### config.mk
export PLATFORM = sky130hd
export DESIGN_NAME = dual_stepper_position_sequencer
export DESIGN_NICKNAME = d
export VERILOG_FILES = /design/src/rtl/dsps_pkg.sv /design/src/rtl/dual_stepper_position_sequencer.sv
export SDC_FILE = /design/constraint.sdc
export NUM_CORES = 1
export LEC_CHECK = 0
export BUFFER_PORTS_ARGS = -buffer_cell sky130_fd_sc_hd__buf_2
export CELL_PAD_IN_SITES_DETAIL_PLACEMENT = 0
export CELL_PAD_IN_SITES_GLOBAL_PLACEMENT = 1
export CORE_ASPECT_RATIO = 1.25
export CORE_UTILIZATION = 40
export CTS_CLUSTER_DIAMETER = 80
export DETAILED_ROUTE_END_ITERATION = 10
export PLACE_DENSITY = 0.73
export SYNTH_ARGS = -nofsm -noshare
export SYNTH_HDL_FRONTEND = slang
export SYNTH_SLANG_ARGS = --single-unit
### constraint.sdc
create_clock -name clock -period 7 [get_ports clock]
set_input_delay 0.35 -clock clock [delete_from_list [all_inputs] [get_ports clock]]
set_output_delay 0.35 -clock clock [all_outputs]
set_load 0.05 [all_outputs]
### src/rtl/dsps_pkg.sv
`timescale 1ns / 1ps
// dsps_pkg: command codes, half-step coil table and default sizes
// for the dual stepper position sequencer; depends on nothing

package dsps_pkg;

   localparam int POSITION_BITS_DEFAULT = 16;
   localparam int PHASE_COUNT           = 8;
   localparam int PHASE_BITS            = $clog2(PHASE_COUNT);
   localparam int COIL_BITS             = 4;
   localparam int VALUE_BITS            = 16;
   localparam int NOW_BITS              = 16;

   typedef enum logic [2:0] {
      CMD_TICK     = 3'd0,
      CMD_MOVE_BY  = 3'd1,
      CMD_GO_TO    = 3'd2,
      CMD_SET_POS  = 3'd3,
      CMD_ENABLE   = 3'd4,
      CMD_DISABLE  = 3'd5
   } cmd_type;

   localparam logic [COIL_BITS-1:0] HALF_STEP_TABLE [PHASE_COUNT] = '{
      4'h2, 4'hA, 4'h8, 4'h9, 4'h1, 4'h5, 4'h4, 4'h6
   };

   function automatic logic [COIL_BITS-1:0] coil_pattern(input logic [PHASE_BITS-1:0] phase);
      return HALF_STEP_TABLE[phase];
   endfunction

endpackage

### src/rtl/dual_stepper_position_sequencer.sv
`timescale 1ns / 1ps
// dual_stepper_position_sequencer: two-motor half-step position sequencer
// depends on dsps_pkg for command codes and the coil table
//
//  channel | direction | ports                                  | words
//  req     | in        | req_valid, req_stall, req_cmd, req_value | one command
//  rsp     | out       | rsp_valid, rsp_stall, rsp_*             | one status per command
//
// an accepted req word becomes its rsp word via the input register, then
// the state update and result register; one word per cycle sustained while rsp_stall is low
// synchronous active-high reset clears positions, targets, flag and coils
// req_stall rises only while both stages hold words and rsp_stall is high

module dual_stepper_position_sequencer
#(
   parameter int POSITION_BITS = dsps_pkg::POSITION_BITS_DEFAULT
)
(
   input  logic                                 clock,
   input  logic                                 reset,
   input  logic                                 req_valid,
   output logic                                 req_stall,
   input  logic [2:0]                           req_cmd,
   input  logic signed [dsps_pkg::VALUE_BITS-1:0] req_value,
   output logic                                 rsp_valid,
   input  logic                                 rsp_stall,
   output logic [dsps_pkg::COIL_BITS-1:0]       rsp_left_coils,
   output logic [dsps_pkg::COIL_BITS-1:0]       rsp_right_coils,
   output logic                                 rsp_drivers_on,
   output logic                                 rsp_moving,
   output logic signed [dsps_pkg::NOW_BITS-1:0] rsp_left_now,
   output logic signed [dsps_pkg::NOW_BITS-1:0] rsp_right_now
);

   import dsps_pkg::*;

   localparam int P = POSITION_BITS;

   // input stage
   logic                  s1_valid_ff;
   logic [2:0]            cmd_ff;
   logic [VALUE_BITS-1:0] value_ff;

   // motor state
   logic [P-1:0]         left_pos_ff, left_pos_in;
   logic [P-1:0]         right_pos_ff, right_pos_in;
   logic [P-1:0]         left_tgt_ff, left_tgt_in;
   logic [P-1:0]         right_tgt_ff, right_tgt_in;
   logic                 enable_ff, enable_in;
   logic [COIL_BITS-1:0] left_pat_ff, left_pat_in;
   logic [COIL_BITS-1:0] right_pat_ff, right_pat_in;

   // result stage
   logic                 rsp_valid_ff;
   logic [COIL_BITS-1:0] rsp_left_coils_ff, rsp_right_coils_ff;
   logic                 rsp_drivers_on_ff, rsp_moving_ff;
   logic [NOW_BITS-1:0]  rsp_left_now_ff, rsp_right_now_ff;

   logic                 out_free;
   logic                 s1_fire;
   logic [P-1:0]         value_ext;
   logic [P-1:0]         left_step, right_step;
   logic                 left_moves, right_moves;
   logic [NOW_BITS-1:0]  left_now_in, right_now_in;

   function automatic logic [P-1:0] step_toward(input logic [P-1:0] pos,
                                                input logic [P-1:0] tgt);
      logic signed [P:0] diff;
      logic              far;
      logic [P-1:0]      amount;
      diff   = $signed({tgt[P-1], tgt}) - $signed({pos[P-1], pos});
      far    = (diff > $signed((P+1)'(1))) || (diff < -$signed((P+1)'(1)));
      amount = (far && !pos[0]) ? P'(2) : P'(1);
      if (diff == '0) begin
         return pos;
      end else if (diff < 0) begin
         return pos - amount;
      end else begin
         return pos + amount;
      end
   endfunction

   generate
      if (P >= VALUE_BITS) begin : g_wide
         assign value_ext    = {{(P-VALUE_BITS){value_ff[VALUE_BITS-1]}}, value_ff};
         assign left_now_in  = left_pos_in[NOW_BITS-1:0];
         assign right_now_in = right_pos_in[NOW_BITS-1:0];
      end else begin : g_narrow
         assign value_ext    = value_ff[P-1:0];
         assign left_now_in  = {{(NOW_BITS-P){1'b0}}, left_pos_in};
         assign right_now_in = {{(NOW_BITS-P){1'b0}}, right_pos_in};
      end
   endgenerate

   assign out_free  = !rsp_valid_ff || !rsp_stall;
   assign s1_fire   = s1_valid_ff && out_free;
   assign req_stall = s1_valid_ff && !out_free;

   assign left_step   = step_toward(left_pos_ff, left_tgt_ff);
   assign right_step  = step_toward(right_pos_ff, right_tgt_ff);
   assign left_moves  = left_pos_ff != left_tgt_ff;
   assign right_moves = right_pos_ff != right_tgt_ff;

   always_comb begin
      left_pos_in  = left_pos_ff;
      right_pos_in = right_pos_ff;
      left_tgt_in  = left_tgt_ff;
      right_tgt_in = right_tgt_ff;
      enable_in    = enable_ff;
      left_pat_in  = left_pat_ff;
      right_pat_in = right_pat_ff;
      case (cmd_type'(cmd_ff))
         CMD_TICK: begin
            left_pos_in  = left_step;
            right_pos_in = right_step;
            if (left_moves || right_moves) begin
               enable_in    = 1'b1;
               left_pat_in  = coil_pattern(left_step[PHASE_BITS-1:0]);
               right_pat_in = coil_pattern(right_step[PHASE_BITS-1:0]);
            end
         end
         CMD_MOVE_BY: begin
            left_tgt_in  = left_tgt_ff + value_ext;
            right_tgt_in = right_tgt_ff + value_ext;
         end
         CMD_GO_TO: begin
            left_tgt_in  = value_ext;
            right_tgt_in = value_ext;
         end
         CMD_SET_POS: begin
            left_tgt_in  = value_ext;
            right_tgt_in = value_ext;
            left_pos_in  = value_ext;
            right_pos_in = value_ext;
         end
         CMD_ENABLE: begin
            enable_in    = 1'b1;
            left_pat_in  = coil_pattern(left_pos_ff[PHASE_BITS-1:0]);
            right_pat_in = coil_pattern(right_pos_ff[PHASE_BITS-1:0]);
         end
         CMD_DISABLE: begin
            enable_in    = 1'b0;
            left_pat_in  = '0;
            right_pat_in = '0;
         end
         default: begin
         end
      endcase
   end

   always_ff @(posedge clock) begin
      if (reset) begin
         s1_valid_ff  <= 1'b0;
         rsp_valid_ff <= 1'b0;
         left_pos_ff  <= '0;
         right_pos_ff <= '0;
         left_tgt_ff  <= '0;
         right_tgt_ff <= '0;
         enable_ff    <= 1'b0;
         left_pat_ff  <= '0;
         right_pat_ff <= '0;
      end else begin
         if (!req_stall) begin
            s1_valid_ff <= req_valid;
         end
         if (out_free) begin
            rsp_valid_ff <= s1_valid_ff;
         end
         if (s1_fire) begin
            left_pos_ff  <= left_pos_in;
            right_pos_ff <= right_pos_in;
            left_tgt_ff  <= left_tgt_in;
            right_tgt_ff <= right_tgt_in;
            enable_ff    <= enable_in;
            left_pat_ff  <= left_pat_in;
            right_pat_ff <= right_pat_in;
         end
      end
   end

   always_ff @(posedge clock) begin
      if (req_valid && !req_stall) begin
         cmd_ff   <= req_cmd;
         value_ff <= req_value;
      end
      if (s1_fire) begin
         rsp_left_coils_ff  <= left_pat_in;
         rsp_right_coils_ff <= right_pat_in;
         rsp_drivers_on_ff  <= enable_in;
         rsp_moving_ff      <= (left_pos_in != left_tgt_in) || (right_pos_in != right_tgt_in);
         rsp_left_now_ff    <= left_now_in;
         rsp_right_now_ff   <= right_now_in;
      end
   end

   assign rsp_valid       = rsp_valid_ff;
   assign rsp_left_coils  = rsp_left_coils_ff;
   assign rsp_right_coils = rsp_right_coils_ff;
   assign rsp_drivers_on  = rsp_drivers_on_ff;
   assign rsp_moving      = rsp_moving_ff;
   assign rsp_left_now    = $signed(rsp_left_now_ff);
   assign rsp_right_now   = $signed(rsp_right_now_ff);

endmodule

# [Word level (Yosys, flattened, before mapping)]
# Memory sizes are Yosys's and may differ from the RTL's.
# Cells that the tools add are included.
[word_totals] word_cells=96 output_inout_bits=44 reg_bits=136 inputBits=23 mem_bits_ro=128 memories=4
[classes] mux=24 reduce_logical=20 bitwise=4 addsub=8 eq_ne=9 magnitude_cmp=10
[memory_table] memory="(name not given)" words=8 width=4 read_ports=1 rd_ports_with_merged_regs=0 write_ports=0 line_no="dsps_pkg.sv:28" rtl="return HALF_STEP_TABLE[phase];"
[memory_table] memory="(name not given)" words=8 width=4 read_ports=1 rd_ports_with_merged_regs=0 write_ports=0 line_no="dsps_pkg.sv:28"
[memory_table] memory="(name not given)" words=8 width=4 read_ports=1 rd_ports_with_merged_regs=0 write_ports=0 line_no="dsps_pkg.sv:28"
[memory_table] memory="(name not given)" words=8 width=4 read_ports=1 rd_ports_with_merged_regs=0 write_ports=0 line_no="dsps_pkg.sv:28"
[ops] operator="$pmux W16 S2" count=4
[ops] operator="$lt A17 B1 Y1 const B" count=4
[ops] operator="$mux W16" count=4
[ops] operator="$ne A16 B16 Y1" count=4
[ops] operator="$mux W4" count=10
[ops] operator="$gt A17 B2 Y1 const B" count=2
[ops] operator="$logic_not A17 Y1" count=2
[ops] operator="$sub A16 B16 Y17" count=2
[ops] operator="$add A16 B16 Y16" count=2
[ops] operator="$add A16 B2 Y16" count=2
[ops] operator="$sub A16 B2 Y16" count=2
[ops] operator="$pmux W4 S3" count=2
[ops] operator="$ge A4 B4 Y1 const B" count=4
[ops] operator="$not A3 Y4" count=4
[ops] operator="$eq A3 B2 Y1 const B" count=2
[ops] operator="$eq A3 B3 Y1 const B" count=2
[ops] operator="$logic_not A1 Y1" count=6
[ops] operator="$logic_and A1 B1 Y1" count=5
[ops] operator="$logic_or A1 B1 Y1" count=5
[ops] operator="$mux W2" count=2
[ops] operator="$eq A3 B1 Y1 const B" count=1
[ops] operator="$logic_not A3 Y1" count=1
[ops] operator="$pmux W1 S3" count=1
[ops] operator="$reduce_or A2 Y1" count=1
[ops] operator="$mux W1" count=1

# [Longest topological paths before layout]
[logic_depth] depth_word=14 ltp_mapped=30 mapped_depth_nobuf=30

# [Least setup slack after synthesis]
# OpenSTA, ideal clock, no wires.
[synth_timing] path_kind="register -> register" startpoint="register left_pos_ff[2]" endpoint="register rsp_moving_ff (netlist: rsp_moving), data pin" slack_ns=0.064 stages_incl_launch_ff=29 t_arrival_ns=6.664 synth_period_minus_slack_ns=6.936 path_buffers=1 t_required_ns=6.728 setup_time_ns=0.272 path_cell_list="dfxtp_1 clkbuf_1 inv_1 ha_1 and2b_1 o21ai_1 a21oi_1 a211oi_1 nand2_1 or4_1 nor4_1 mux2i_1 nand2_1 nand2_1 inv_1 ha_1 nor2b_1 o31ai_1 a21oi_1 o221ai_1 o21ai_0 a21o_1 a21oi_1 xor2_1 o21ai_0 nand2_1 a221o_1 xnor2_1 or4_1"
[synth_between] elab_chain_cells=11 word_cells_on_any_way=15 cone_classes="3 x add/sub; 3 x order compare; 1 x eq/ne; 4 x mux; 4 x reduce/logical"
[synth_lines] element="from (decl)" line_no="dual_stepper_position_sequencer.sv:45" rtl="logic [P-1:0] left_pos_ff, left_pos_in;"
[synth_lines] element="from (signal assigned)" line_no="dual_stepper_position_sequencer.sv:170" rtl="left_pos_ff <= left_pos_in;"
[synth_lines] element="$sub A16 B16 Y17" line_no="dual_stepper_position_sequencer.sv:71" rtl="diff = $signed({tgt[P-1], tgt}) - $signed({pos[P-1], pos});"
[synth_lines] element="$gt A17 B2 Y1 / $lt A17 B1 Y1 (equally long branches)" line_no="dual_stepper_position_sequencer.sv:72" rtl="far = (diff > $signed((P+1)'(1))) || (diff < -$signed((P+1)'(1)));"
[synth_lines] element="$logic_or A1 B1 Y1" line_no="dual_stepper_position_sequencer.sv:72"
[synth_lines] element="$logic_and A1 B1 Y1" line_no="dual_stepper_position_sequencer.sv:73" rtl="amount = (far && !pos[0]) ? P'(2) : P'(1);"
[synth_lines] element="$mux W2" line_no="dual_stepper_position_sequencer.sv:73"
[synth_lines] element="$add A16 B2 Y16 / $sub A16 B2 Y16 (equally long branches)" line_no="dual_stepper_position_sequencer.sv:79, dual_stepper_position_sequencer.sv:77"
[synth_lines] element="$mux W16" line_no="dual_stepper_position_sequencer.sv:76" rtl="end else if (diff < 0) begin"
[synth_lines] element="$mux W16 *" line_no="dual_stepper_position_sequencer.sv:74" rtl="if (diff == '0) begin"
[synth_lines] element="$pmux W16 S2 *" line_no="dual_stepper_position_sequencer.sv:112" rtl="case (cmd_type'(cmd_ff))"
[synth_lines] element="via left_now_in[15]" line_no="dual_stepper_position_sequencer.sv:64" rtl="logic [NOW_BITS-1:0] left_now_in, right_now_in;"
[synth_lines] element="$ne A16 B16 Y1 *" line_no="dual_stepper_position_sequencer.sv:190" rtl="rsp_moving_ff <= (left_pos_in != left_tgt_in) || (right_pos_in != right_tgt_in);"
[synth_lines] element="$logic_or A1 B1 Y1 *" line_no="dual_stepper_position_sequencer.sv:190"
[synth_lines] element="to (signal assigned)" line_no="dual_stepper_position_sequencer.sv:190"
[synth_lines] element="to (decl)" line_no="dual_stepper_position_sequencer.sv:56" rtl="logic rsp_drivers_on_ff, rsp_moving_ff;"
# The timed path passes the listed nets; every way through them passes the cells marked *.
# A chain may end at the register's enable or synchronous reset.

# [Final worst setup path]
[layout_timing] startpoint="register left_tgt_ff[0]" endpoint="register rsp_moving_ff (netlist: rsp_moving), data pin"
[layout_between] elab_chain_cells=11 word_cells_on_any_way=17 cone_classes="4 x add/sub; 3 x order compare; 1 x eq/ne; 5 x mux; 4 x reduce/logical"
[layout_lines] element="from (decl)" line_no="dual_stepper_position_sequencer.sv:47" rtl="logic [P-1:0] left_tgt_ff, left_tgt_in;"
[layout_lines] element="from (signal assigned)" line_no="dual_stepper_position_sequencer.sv:172" rtl="left_tgt_ff <= left_tgt_in;"
[layout_lines] element="$sub A16 B16 Y17 *" line_no="dual_stepper_position_sequencer.sv:71"
[layout_lines] element="$gt A17 B2 Y1 / $lt A17 B1 Y1 (equally long branches)" line_no="dual_stepper_position_sequencer.sv:72"
[layout_lines] element="$logic_or A1 B1 Y1" line_no="dual_stepper_position_sequencer.sv:72"
[layout_lines] element="$logic_and A1 B1 Y1" line_no="dual_stepper_position_sequencer.sv:73"
[layout_lines] element="$mux W2" line_no="dual_stepper_position_sequencer.sv:73"
[layout_lines] element="$add A16 B2 Y16 / $sub A16 B2 Y16 (equally long branches)" line_no="dual_stepper_position_sequencer.sv:79, dual_stepper_position_sequencer.sv:77"
[layout_lines] element="$mux W16" line_no="dual_stepper_position_sequencer.sv:76"
[layout_lines] element="$mux W16 *" line_no="dual_stepper_position_sequencer.sv:74"
[layout_lines] element="$pmux W16 S2 *" line_no="dual_stepper_position_sequencer.sv:112"
[layout_lines] element="via left_now_in[14]" line_no="dual_stepper_position_sequencer.sv:64"
[layout_lines] element="$ne A16 B16 Y1 *" line_no="dual_stepper_position_sequencer.sv:190"
[layout_lines] element="$logic_or A1 B1 Y1 *" line_no="dual_stepper_position_sequencer.sv:190"
# Marks and branches as above.

==> summary.txt <==
Outcome
  • Status: finished, final reports clean

Finish
  • Storage element area: 3333 um^2
  • Final net count: 1703
  • Area Growth Syn to Fin: 14.41%
  • Fill cell total of the finished layout: 2929
  • Post-route cell area: 13530 um^2
  • Footprint of the multi-input gates: 8040 um^2
  • Final std cells w/o fill: 1989
  • Share of layout cells above drive strength 1: 0.1287
  • Most frequent cells in the layout: a21oi_1 (172), nand2_1 (172), nor2_1 (150)
  • Ant diodes: 0

Critical path
  • WP data required: 7.18 ns
  • CP Max Fanout: 3
  • Critical path type: reg -> reg
  • Crit path max-delay cell type: or4_1
  • Largest stage delay, worst path: 0.52 ns
  • Setup crit end kind: flop
  • Crit start category: flop
  • Critical Path AT: 6.84 ns
  • Worst r2r path cells: 28

Synthesis
  • Unique masters post-synth: 85
  • Seq/Total Area, Yosys: 0.2818
  • FFs w/ async S/R, synth: 0
  • Top post-synthesis cells by area: edfxtp_1 (15%), dfxtp_1 (13%), ha_1 (9.9%), a21oi_1 (7.4%), nand2_1 (5.5%)
  • Post-synthesis register bit count: 136
  • Syn Inst Count: 1512
  • Top_reg_cell synth: dfxtp_1
  • Yosys warnings: 0
  • Synth area leader: edfxtp_1
  • Number of synthesized flops with an enable pin: 61
  • Avg Cell Area, Syn: 7.823 um^2
  • Top-area cell type share of the netlist area: 0.1549
  • Synthesized area: 11830 um^2
  • Net Count, Synth: 1635

Route
  • Routed via count: 12060
  • DR vias/cell: 6.062
  • Antenna-violating nets left: 0
  • Drt pass-1 iters: 6
  • # DRC: 0
  • Iter 0 DRT Violations: 961
  • DRT Wirelength: 46.43 mm
  • Wire per inst: 23.34 um

GRT
  • First-pass GRT wire length: 68.88 mm
  • Initial antenna violation count: 0
  • GRT Total Usage: 0.3072
  • Largest net degree at the start of global routing: 74
  • GRT overflow: 0
  • Vias in the first global route: 11460

STA
  • Worst Tran Pin Value: 1.209 ns
  • Max transition margin: 0.1912
  • Setup_tns: 0 ns
  • Final period utilization: 0.9513
  • Pins Over Slew Limit: 0
  • Fin. Hold Viols: 0
  • Min Tclk post-route: 6.659 ns
  • Final Skew: 0.009513 ns
  • Maximum clock frequency: 150.2 MHz
  • # setup viols final: 0
  • Post-Route Hold Slack: 0.08189 ns

Flow run
  • Max Cap Viol: 0

Power and ir drop
  • Pwr Total: 3162 uW
  • Sw frac: 0.3821
  • Reg power frac: 0.291
  • Comb pwr share: 0.399
  • Power Density: 233.7 nW/um^2
  • Net Switching: 1208 uW
  • Int Power: 1954 uW
  • Pleak: 0.005609 uW
  • Worst VDD drop: 0.1665 mV
  • Clock power frac: 0.310

Floorplanning
  • Io pins: 67
  • Initial core utilization: 0.4056
  • Die width: 155.8 um
  • Die area: 30270 um^2
  • # rows: 70
  • Core area: 29170 um^2
  • Die Y: 194.3 um

Place
  • Dpl hpwl: 36.07 mm
  • # port buffers: 66
  • Dpl cell area: 12780 um^2
  • Placed insts: 1955
  • Routability cong.: 0.9807

Worst hold path
  • Hold path cells: 1
  • Hold crit path type: in -> reg

Clock tree
  • Clock slew at reported path FFs: 0.06 ns
  • Max H-tree Level: 4
  • Maximum buffer depth of the clock tree: 2
  • Clk_lat worst skew: 0.44 ns
  • Hold_buf cts: 0
  • Clk sinks: 136
  • CTS tree: built
  • Clock root buffer: clkbuf_16
  • CTS buffer count: 17
[cells by family after synthesis]
| kind of cell | Yosys count | synth area share |
|---|---|---|
| fa+ha+maj | 100 | 0.1096 |
| buf+inv | 147 | 0.04897 |
| flops | 136 | 0.2818 |
| simple gates | 520 | 0.2058 |
| xor+xnor | 92 | 0.06812 |
| mux | 12 | 0.01026 |
| compound gates | 505 | 0.2754 |
[cell type report]
cell class	instances	share of cell area
timing repair buffer	122	0.05547
clock inverter	10	0.01017
multi-input combinational	1229	0.5941
tap	396	0.03661
clock buffer	22	0.03661
sequential	136	0.2463
inverter	74	0.02071
[through the flow]
stage	setup WS [ns]	util
finish	0.3407	0.4640
global route	-0.04270	0.4640
global placement	0.2363	0.4381
floorplan	0.06405	-
CTS	0.06675	0.4598
detailed placement	0.09568	0.4381
[power groups by stage]
stage | sequential, uW | combinational, uW | clock [uW]
2_1_floorplan | 973 | 814 | 0
3_3_place_gp | 936 | 1210 | 0
3_5_place_dp | 937 | 1210 | 0
4_1_cts | 920 | 1220 | 988
5_1_grt | 924 | 1360 | 1020
6_report | 921 | 1260 | 979
[flip-flops by register name, summed over array words and instances, names as in the netlist]
register	count
left_pos_ff	16
left_tgt_ff	16
right_pos_ff	16
right_tgt_ff	16
rsp_left_now	16
rsp_right_now	16
value_ext	16
left_pat_ff	4
right_pat_ff	4
rsp_left_coils	4
rsp_right_coils	4
cmd_ff	3
enable_ff	1
rsp_drivers_on	1
rsp_moving	1
rsp_valid	1
s1_valid_ff	1
[cell usage after synthesis (all sizes together) (11+ instances only)]
master / count
o21a: 19
nor3: 39
a211oi: 35
a22oi: 13
edfxtp: 61
dfxtp: 75
xnor2: 45
nor4: 17
nand4: 21
buf: 18
nand2: 173
nand2b: 15
xor2: 47
nand3: 24
o22ai: 14
nor2: 151
a21oi: 175
inv: 73
a21o: 29
mux2i: 11
or4: 12
ha: 94
o21ai: 95
clkbuf: 55
or2: 12
[worst paths after layout]
kind	start	end	slack, ns
setup / recovery	left_tgt_ff[0]	rsp_moving	0.34
setup reg to reg	left_tgt_ff[0]	rsp_moving	0.34
hold reg to reg	right_pos_ff[12]	right_pos_ff[12]	0.48
hold / removal	req_value[7]	value_ext[7]	0.08
[worst max-delay path, delay by kind of cell (launching register included)]
| family | cells | cell delay, ns |
|---|---|---|
| and+or+nand+nor | 8 | 2.12 |
| buffers and inverters | 2 | 0.13 |
| DFF | 1 | 0.36 |
| adders and majority gates | 4 | 1.04 |
| xor gates and xnor gates | 1 | 0.21 |
| muxes | 2 | 0.32 |
| AOI/OAI and AO/OA | 11 | 2.23 |
[per-layer routing]
layer | GRT usage | share of wire | vias up
li1 | - | - | 5723
met1 | 0.3640 | 0.40 | 5760
met2 | 0.5160 | 0.49 | 442
met3 | 0.03397 | 0.050 | 132
met4 | 0.2128 | 0.068 | 0
met5 | 0 | 0 | -
[repair_timing]
item                                    CTS  global route
gates resized for setup                   0            27
hold endpoints to repair                  0             0
endpoints found under the setup margin    0             2
buffers inserted                          0             2
Note: power is estimated with default switching activity, not from simulation.
